--- config.mk ---
export PLATFORM = sky130hd
export DESIGN_NAME = mseu_ctrl
export DESIGN_NICKNAME = d
export VERILOG_FILES = /design/src/rtl/mseu_pkg.sv /design/src/rtl/mseu_ctrl.sv
export SDC_FILE = /design/constraint.sdc
export NUM_CORES = 1
export LEC_CHECK = 0
export ABC_AREA = 0
export BUFFER_PORTS_ARGS = -buffer_cell sky130_fd_sc_hd__buf_2
export CELL_PAD_IN_SITES_DETAIL_PLACEMENT = 2
export CELL_PAD_IN_SITES_GLOBAL_PLACEMENT = 2
export CORE_AREA = 2 2 42 44
export DETAILED_ROUTE_END_ITERATION = 10
export DIE_AREA = 0 0 44 46
export PLACE_DENSITY_LB_ADDON = 0.08
export SETUP_SLACK_MARGIN = 0.4
export SKIP_CTS_REPAIR_TIMING = 1
export SLEW_MARGIN = 10
export SYNTH_ARGS = -nofsm -noshare
export SYNTH_HDL_FRONTEND = slang
export SYNTH_SLANG_ARGS = --single-unit
--- constraint.sdc ---
create_clock -name aclk -period 2.6 [get_ports aclk]
set_input_delay 0.13 -clock aclk [delete_from_list [all_inputs] [get_ports aclk]]
set_output_delay 0.13 -clock aclk [all_outputs]
set_load 0.02 [all_outputs]
--- src/rtl/mseu_pkg.sv ---
// Shared types and constants for the MIPS subset execute unit.
// Used by mseu_ctrl, mseu_datapath and mips_subset_execute_unit_core.
`default_nettype none

package mseu_pkg;

    localparam int DATA_W    = 32;
    localparam int NUM_REGS  = 32;
    localparam int REG_AW    = 5;
    localparam int MEM_WORDS = 1024;
    localparam int MEM_AW    = $clog2(MEM_WORDS);

    localparam logic [REG_AW-1:0] LINK_REG = 5'd31;
    localparam logic [REG_AW-1:0] LAST_REG = 5'(NUM_REGS - 1);

    localparam logic [1:0] ST_OK   = 2'd0;
    localparam logic [1:0] ST_HALT = 2'd1;
    localparam logic [1:0] ST_OOB  = 2'd2;

    typedef enum logic [4:0] {
        OP_ADD     = 5'd0,
        OP_ADDI    = 5'd1,
        OP_SUB     = 5'd2,
        OP_MUL     = 5'd3,
        OP_AND     = 5'd4,
        OP_OR      = 5'd5,
        OP_ORI     = 5'd6,
        OP_XOR     = 5'd7,
        OP_SLL     = 5'd8,
        OP_SRL     = 5'd9,
        OP_LI      = 5'd10,
        OP_LW      = 5'd11,
        OP_SW      = 5'd12,
        OP_BEQ     = 5'd13,
        OP_BNE     = 5'd14,
        OP_J       = 5'd15,
        OP_JR      = 5'd16,
        OP_JAL     = 5'd17,
        OP_JALR    = 5'd18,
        OP_DUMP    = 5'd19,
        OP_COMMENT = 5'd20
    } op_t;

    // How the execute step finishes an instruction.
    typedef enum logic [1:0] {
        KIND_SINGLE = 2'd0,
        KIND_LOAD   = 2'd1,
        KIND_DUMP   = 2'd2
    } kind_t;

    typedef enum logic [2:0] {
        S_CLEAR    = 3'd0,
        S_IDLE     = 3'd1,
        S_EXEC     = 3'd2,
        S_LOAD     = 3'd3,
        S_DUMP_RD  = 3'd4,
        S_DUMP_OUT = 3'd5
    } state_t;

    typedef struct packed {
        logic clear_write;
        logic load_instr;
        logic commit_exec;
        logic mem_read;
        logic commit_load;
        logic dump_start;
        logic dump_read;
        logic dump_emit;
    } cmd_t;

    typedef struct packed {
        kind_t kind;
        logic  out_free;
        logic  clear_done;
        logic  dump_last;
    } sts_t;

endpackage

`default_nettype wire

--- src/rtl/mseu_ctrl.sv ---
// Sequencer for the execute unit: memory clear, fetch, execute, load and dump.
// Depends on mseu_pkg; drives the command struct of mseu_datapath.
`default_nettype none

module mseu_ctrl (
    input  wire logic          aclk,
    input  wire logic          aresetn,
    input  wire logic          in_valid,
    output logic               in_ready,
    input  mseu_pkg::sts_t     sts,
    output mseu_pkg::cmd_t     cmd
);

    mseu_pkg::state_t state_reg, state_next;

    always_ff @(posedge aclk) begin
        if (!aresetn) begin
            state_reg <= mseu_pkg::S_CLEAR;
        end else begin
            state_reg <= state_next;
        end
    end

    always_comb begin
        state_next = state_reg;
        unique case (state_reg)
            mseu_pkg::S_CLEAR: begin
                if (sts.clear_done) state_next = mseu_pkg::S_IDLE;
            end
            mseu_pkg::S_IDLE: begin
                if (in_valid) state_next = mseu_pkg::S_EXEC;
            end
            mseu_pkg::S_EXEC: begin
                unique case (sts.kind)
                    mseu_pkg::KIND_LOAD: state_next = mseu_pkg::S_LOAD;
                    mseu_pkg::KIND_DUMP: state_next = mseu_pkg::S_DUMP_RD;
                    default: begin
                        if (sts.out_free) state_next = mseu_pkg::S_IDLE;
                    end
                endcase
            end
            mseu_pkg::S_LOAD: begin
                if (sts.out_free) state_next = mseu_pkg::S_IDLE;
            end
            mseu_pkg::S_DUMP_RD: begin
                state_next = mseu_pkg::S_DUMP_OUT;
            end
            mseu_pkg::S_DUMP_OUT: begin
                if (sts.out_free) begin
                    state_next = sts.dump_last ? mseu_pkg::S_IDLE : mseu_pkg::S_DUMP_RD;
                end
            end
            default: state_next = mseu_pkg::S_IDLE;
        endcase
    end

    always_comb begin
        cmd      = '0;
        in_ready = 1'b0;
        unique case (state_reg)
            mseu_pkg::S_CLEAR: begin
                cmd.clear_write = 1'b1;
            end
            mseu_pkg::S_IDLE: begin
                in_ready       = 1'b1;
                cmd.load_instr = in_valid;
            end
            mseu_pkg::S_EXEC: begin
                unique case (sts.kind)
                    mseu_pkg::KIND_LOAD: cmd.mem_read   = 1'b1;
                    mseu_pkg::KIND_DUMP: cmd.dump_start = 1'b1;
                    default:             cmd.commit_exec = sts.out_free;
                endcase
            end
            mseu_pkg::S_LOAD: begin
                cmd.commit_load = sts.out_free;
            end
            mseu_pkg::S_DUMP_RD: begin
                cmd.dump_read = 1'b1;
            end
            mseu_pkg::S_DUMP_OUT: begin
                cmd.dump_emit = sts.out_free;
            end
            default: begin
                cmd = '0;
            end
        endcase
    end

endmodule

`default_nettype wire

==> metrics.cfg, run 1 <==
[flow_run]
max_cap_viol_count = 0

[yosys]
ys_warn_count = 0
synthTopCellsByCount = nor2_1, and3_1, dfxtp_1, ha_1, inv_1
syn-instance-count = 43
synth_cell_type_count = 26
syn_nets = 54
postSynthAreaPerCell_sq_um = 8.21
synth.largest_area_cell = dfxtp_1
synth-edff-count = 0
synth_most_common_cell = nor2_1
synth_top_area_share_pct = 17.0
yosysSeqAreaShare_pct = 17.0
ys.flop_type = dfxtp_1
syn-cell-area_sq_um = 353
synth_area_leaders = dfxtp_1, ha_1, buf_6, mux2_2, and3_1
async_flop_share_pct = 0
ys_ff_latch = 3

[hold_path]
hold_class = in2reg
hold_depth = 2
min_to = state_reg[2]
worst_hold_startpoint = aresetn

[setup_path]
r2r-start = state_reg[1]
cp.depth = 3
crit_type = reg2out
crit_family = simple AND/OR/NAND/NOR gates
cp_slowest_stage_delay_ns = 0.54
critPathLaunchType = flip-flop
critPathLaunch = state_reg[1]
crit_required_ns = 2.47
arrival_ns = 1.49
worstReg2RegEnd = state_reg[2]
critPathSlowestCell = dfxtp_1
path_cells = or3b_4 -> nor2_1 -> buf_2
reg2reg_depth = 3
r2r_slack_ns = 1.20
crit_buf_inv = 1
crit_path_end_kind = output pin
cp_max_fo = 12

[cts]
htreeDepth = 1
cts.sinks = 3
root_buffer = clkbuf_4
clock_latency_ns = 0.24
cts_buffer_depth = 2
clk_pin_slew_ns = 0.04
cts_buffers = 3
cts_tree = done

[place]
routabilityCongestion = 0.629
hpwl_um = 779
io_buffers = 16
dp.cells = 73

[layout]
area_delta_synth_final_pct = 28.4
nets = 72
drive_gt1_share_pct = 41.7
n_antenna_cell = 0
fin_cells = 77
largest_reg_flops = 3

[timing]
worst_pin_slew_ns = 0.432
hold_viol_final = 0
rsz0062_at_grt = no
fin_worst_skew_ns = 0.00655
setup-tns-final_ns = 0
whs_ns = 0.152
finalSetupViolCount = 0
finalCritPeriodShare_pct = 62.5
slew_violations = 0
slew-limit-headroom_pct = 71.1
period_minus_slack_ns = 1.62
fmax_mhz = 616

[grt]
grt_first_pass_wirelength_um = 1730
grt_pass1_vias = 394
grt_max_degree = 13
antenna_found_initial = 0
grtUsageTotal_pct = 12.1
overflow = 0

[drt]
drt-total-wl_um = 1070
drt-initial-drc-count = 1
drt_first_pass_iters = 3
vias = 374
drc = 0
wl_per_cell_um = 13.8
drt.antenna.violating_nets = 0
viasPerCell = 4.86

[floorplanning]
dieArea_sq_mm = 0.00202
rows = 15
dieHeight_um = 46
dieWidth_um = 44
start_util_pct = 21.9
io_pins = 17
coreArea_sq_mm = 0.00161

[power]
worst_ir_drop_vdd_mv = 0.0839
pwr_density_cell_mw_per_mm2 = 409
leakagePower_uw = 0.000237

[outcome]
outcome = finished, final reports clean

per-layer routing:
| metal | wire (um) | up-vias | global-route usage (%) | part of all wire [%] |
|---|---|---|---|---|
| met4 | 0 | 0 | 9.09 | 0 |
| li1 | - | 186 | - | - |
| met1 | 491 | 181 | 15.2 | 46 |
| met2 | 544 | 7 | 19.7 | 51 |
| met3 | 29 | 0 | 0 | 2.7 |
| met5 | 0 | - | 0 | 0 |
metrics by stage:
step,utilization (%),instance area [sq um],power [uW],worst slack [ns]
final,28.1,453,185,0.976
after global routing,28.1,453,199,0.865
after CTS,28.1,453,190,0.956
after detailed placement,26.4,427,99.0,1.19
after global placement,26.4,427,98.8,1.18
after floorplan,-,353,83.3,1.26
cell families (layout without fill, tap and decap cells):
logic type / count (synthesis) / after routing / share of synthesized area (%)
buf+inv: 6 / 23 / 11.0
mux: 3 / 3 / 9.22
fa+ha+maj: 3 / 3 / 10.6
compound gates: 9 / 9 / 19.9
simple gates: 19 / 19 / 32.3
flops: 3 / 3 / 17.0
how the worst max path moves through the flow:
stage,end,slack [ns]
after floorplan,cmd[6],1.26
after global placement,state_reg[2],1.18
after detailed placement,state_reg[2],1.19
after CTS,cmd[5],0.96
after global routing,cmd[5],0.86
final,cmd[5],0.98
layout make-up:
type	instances	area, sq um
Clock buffer	4	26.3
Fill cell	204	1160
Inverter	3	11.3
Multi-Input combinational cell	34	254
Sequential cell	3	60.1
Tap cell	17	21.3
Timing Repair Buffer	16	80.1
power by group:
| part | leakage, uW | total [uW] | switching [uW] | internal (uW) |
|---|---|---|---|---|
| clock network | 0.0000150 | 87.3 | 29.4 | 57.9 |
| registers | 0.0000245 | 53.7 | 5.75 | 48.0 |
| logic | 0.000198 | 44.0 | 24.6 | 19.5 |
| total | 0.000237 | 185 | 59.7 | 125 |
placed cells by master, fill, tap and decap left out, types with 2 or more instances in the layout:
cell type / Yosys / routed
and3_1: 3 / 3
mux2_2: 2 / 2
nand2_1: 2 / 2
nor2_1: 4 / 4
dfxtp_1: 3 / 3
nand2b_1: 2 / 2
o21ai_0: 2 / 2
clkbuf_4: 0 / 3
nor3_1: 2 / 2
buf_2: 0 / 16
inv_1: 3 / 3
ha_1: 3 / 3
Note: power is estimated with default switching activity, not from simulation.
==> run 2, diff against run 1 <==
--- a/config.mk
+++ b/config.mk
@@ -9,9 +9,9 @@
 export BUFFER_PORTS_ARGS = -buffer_cell sky130_fd_sc_hd__buf_2
 export CELL_PAD_IN_SITES_DETAIL_PLACEMENT = 2
 export CELL_PAD_IN_SITES_GLOBAL_PLACEMENT = 2
-export CORE_AREA = 2 2 42 44
+export CORE_AREA = 2 2 44 46
 export DETAILED_ROUTE_END_ITERATION = 10
-export DIE_AREA = 0 0 44 46
+export DIE_AREA = 0 0 46 48
 export PLACE_DENSITY_LB_ADDON = 0.08
 export SETUP_SLACK_MARGIN = 0.4
 export SKIP_CTS_REPAIR_TIMING = 1
==> constraint.sdc (replaced) <==
create_clock -name aclk -period 1.55 [get_ports aclk]
set_input_delay 0.0775 -clock aclk [delete_from_list [all_inputs] [get_ports aclk]]
set_output_delay 0.0775 -clock aclk [all_outputs]
set_load 0.02 [all_outputs]
==> run 2 against run 1 <==
  * Clock power rose by 52%
  * Flip-flop and latch count did not move
  * Die area rose by 9.1%
  * Critical endpoint is now state_reg[1]
  * Highest routed layer unchanged
==> metrics.cfg, run 2 (synthesis results as in run 1) <==
[cts]
cts.sinks = 3  ; unchanged
cts_buffers = 3  ; unchanged
htreeDepth = 1  ; unchanged
clock_latency_ns = 0.23  ; about the same
clk_pin_slew_ns = 0.04  ; about the same
cts_buffer_depth = 2  ; unchanged
cts_tree = done
root_buffer = clkbuf_4

[timing]
worst_pin_slew_ns = 0.348  ; -0.0843 ns
whs_ns = 0.121  ; -0.0308 ns
slew_violations = 0  ; unchanged
finalSetupViolCount = 0  ; unchanged
period_minus_slack_ns = 1.30
fin_worst_skew_ns = 0.00308  ; -0.00347 ns
hold_viol_final = 0  ; unchanged
fmax_mhz = 768
finalCritPeriodShare_pct = 84.0
rsz0062_at_grt = yes
slew-limit-headroom_pct = 76.5  ; +5.4 points

[setup_path]
arrival_ns = 1.44  ; -0.05 ns
r2r_slack_ns = 0.25  ; -0.95 ns
cp_max_fo = 6  ; -6
critPathLaunchType = flip-flop
crit_required_ns = 1.68  ; -0.79 ns
worstReg2RegEnd = state_reg[1]
reg2reg_depth = 5  ; +2
r2r-start = state_reg[0]
crit_type = reg2reg
crit_path_end_kind = flip-flop

[layout]
n_antenna_cell = 0  ; unchanged
drive_gt1_share_pct = 72.2  ; +31 points
final_util_pct = 39.4  ; +11 points
largest_reg_flops = 3  ; unchanged
nets = 84  ; +17%
final_cell_mix = buf_4, buf_2, buf_6
area_delta_synth_final_pct = 88.7
fin_cells = 89  ; +16%
final_common_cell = buf_4
design_area_sq_um = 666  ; +47%

[floorplanning]
rows = 15  ; unchanged
dieHeight_um = 48  ; +4.3%
dieArea_sq_mm = 0.00221  ; +9.1%
start_util_pct = 20.9  ; -0.97 points
coreArea_sq_mm = 0.00169  ; +4.7%
dieWidth_um = 46  ; +4.5%
io_pins = 17  ; unchanged

[drt]
vias = 437  ; +17%
drt-total-wl_um = 1360  ; +27%
drc = 0  ; unchanged
viasPerCell = 4.91  ; +1.1%
drt-initial-drc-count = 5  ; +4
wl_per_cell_um = 15.2  ; +10%
drt.antenna.violating_nets = 0  ; unchanged
drt_first_pass_iters = 3  ; unchanged

[hold_path]
min_to = state_reg[0]
worst_hold_startpoint = aresetn
hold_class = in2reg
hold_depth = 3  ; +1

[grt]
overflow = 0  ; unchanged
grt_first_pass_wirelength_um = 1590  ; -8.3%
grt_pass1_vias = 363  ; -7.9%
grtUsageTotal_pct = 9.84  ; -2.2 points
grt_max_degree = 13  ; unchanged
antenna_found_initial = 0  ; unchanged

[place]
hpwl_um = 788  ; +1.2%
routabilityCongestion = 0.666  ; +5.8%
io_buffers = 16  ; unchanged
place_area_sq_um = 435  ; +2.1%
dp.cells = 73  ; unchanged

[power]
leakagePower_uw = 0.000315  ; +33%
pwr_density_cell_mw_per_mm2 = 498  ; +22%
worst_ir_drop_vdd_mv = 0.244  ; +190%

[outcome]
outcome = finished, final reports clean

[flow_run]
max_cap_viol_count = 0  ; unchanged

==> run 2: cell type report <==
class,instances,area (sq um)
clock buffers,4,26.3
fillers,202,1020
inverters,3,11.3
multi-input cells,34,320
flip-flops and latches,3,71.3
well taps,17,21.3
repair buffers,28,215
==> run 2: metal layers <==
layer	global-route usage, %	part of all wire (%)	wire length (um)	vias up
met5	0	0	0	-
met3	2.26	3.8	51	0
li1	-	-	-	211
met1	13.6	43	577	213
met2	15.8	54	727	13
met4	1.71	0	0	0
==> run 2: per-stage QoR <==
step	setup TNS (ns)	power (uW)	setup WS, ns
2_1_floorplan	0	142	0.438
3_3_place_gp	0	169	0.208
3_5_place_dp	0	168	0.153
4_1_cts	-0.0264	307	-0.0264
5_1_grt	0	356	0.173
6_report	0	331	0.248
==> run 2: worst max path at each step <==
stage / from / to / cells past startpoint
2_1_floorplan: state_reg[1] / cmd[5] / 2
3_5_place_dp: state_reg[1] / state_reg[2] / 3
4_1_cts: state_reg[1] / cmd[5] / 3
6_report: state_reg[0] / state_reg[1] / 5
3_3_place_gp: sts[3] / state_reg[0] / 6
5_1_grt: state_reg[0] / state_reg[1] / 5
==> run 2: power breakdown <==
| group | internal (uW) | switching (uW) |
|---|---|---|
| sequential | 77.6 | 5.06 |
| combinational | 55.1 | 61.1 |
| clock | 96.2 | 36.3 |
==> run 2: worst max-delay path, cell delays in order, from the launching register on <==
cell and delay [ns]:
dfxtp_4 0.37, buf_4 0.15, buf_4 0.11, a21oi_2 0.05, or3b_1 0.37, a221oi_2 0.17
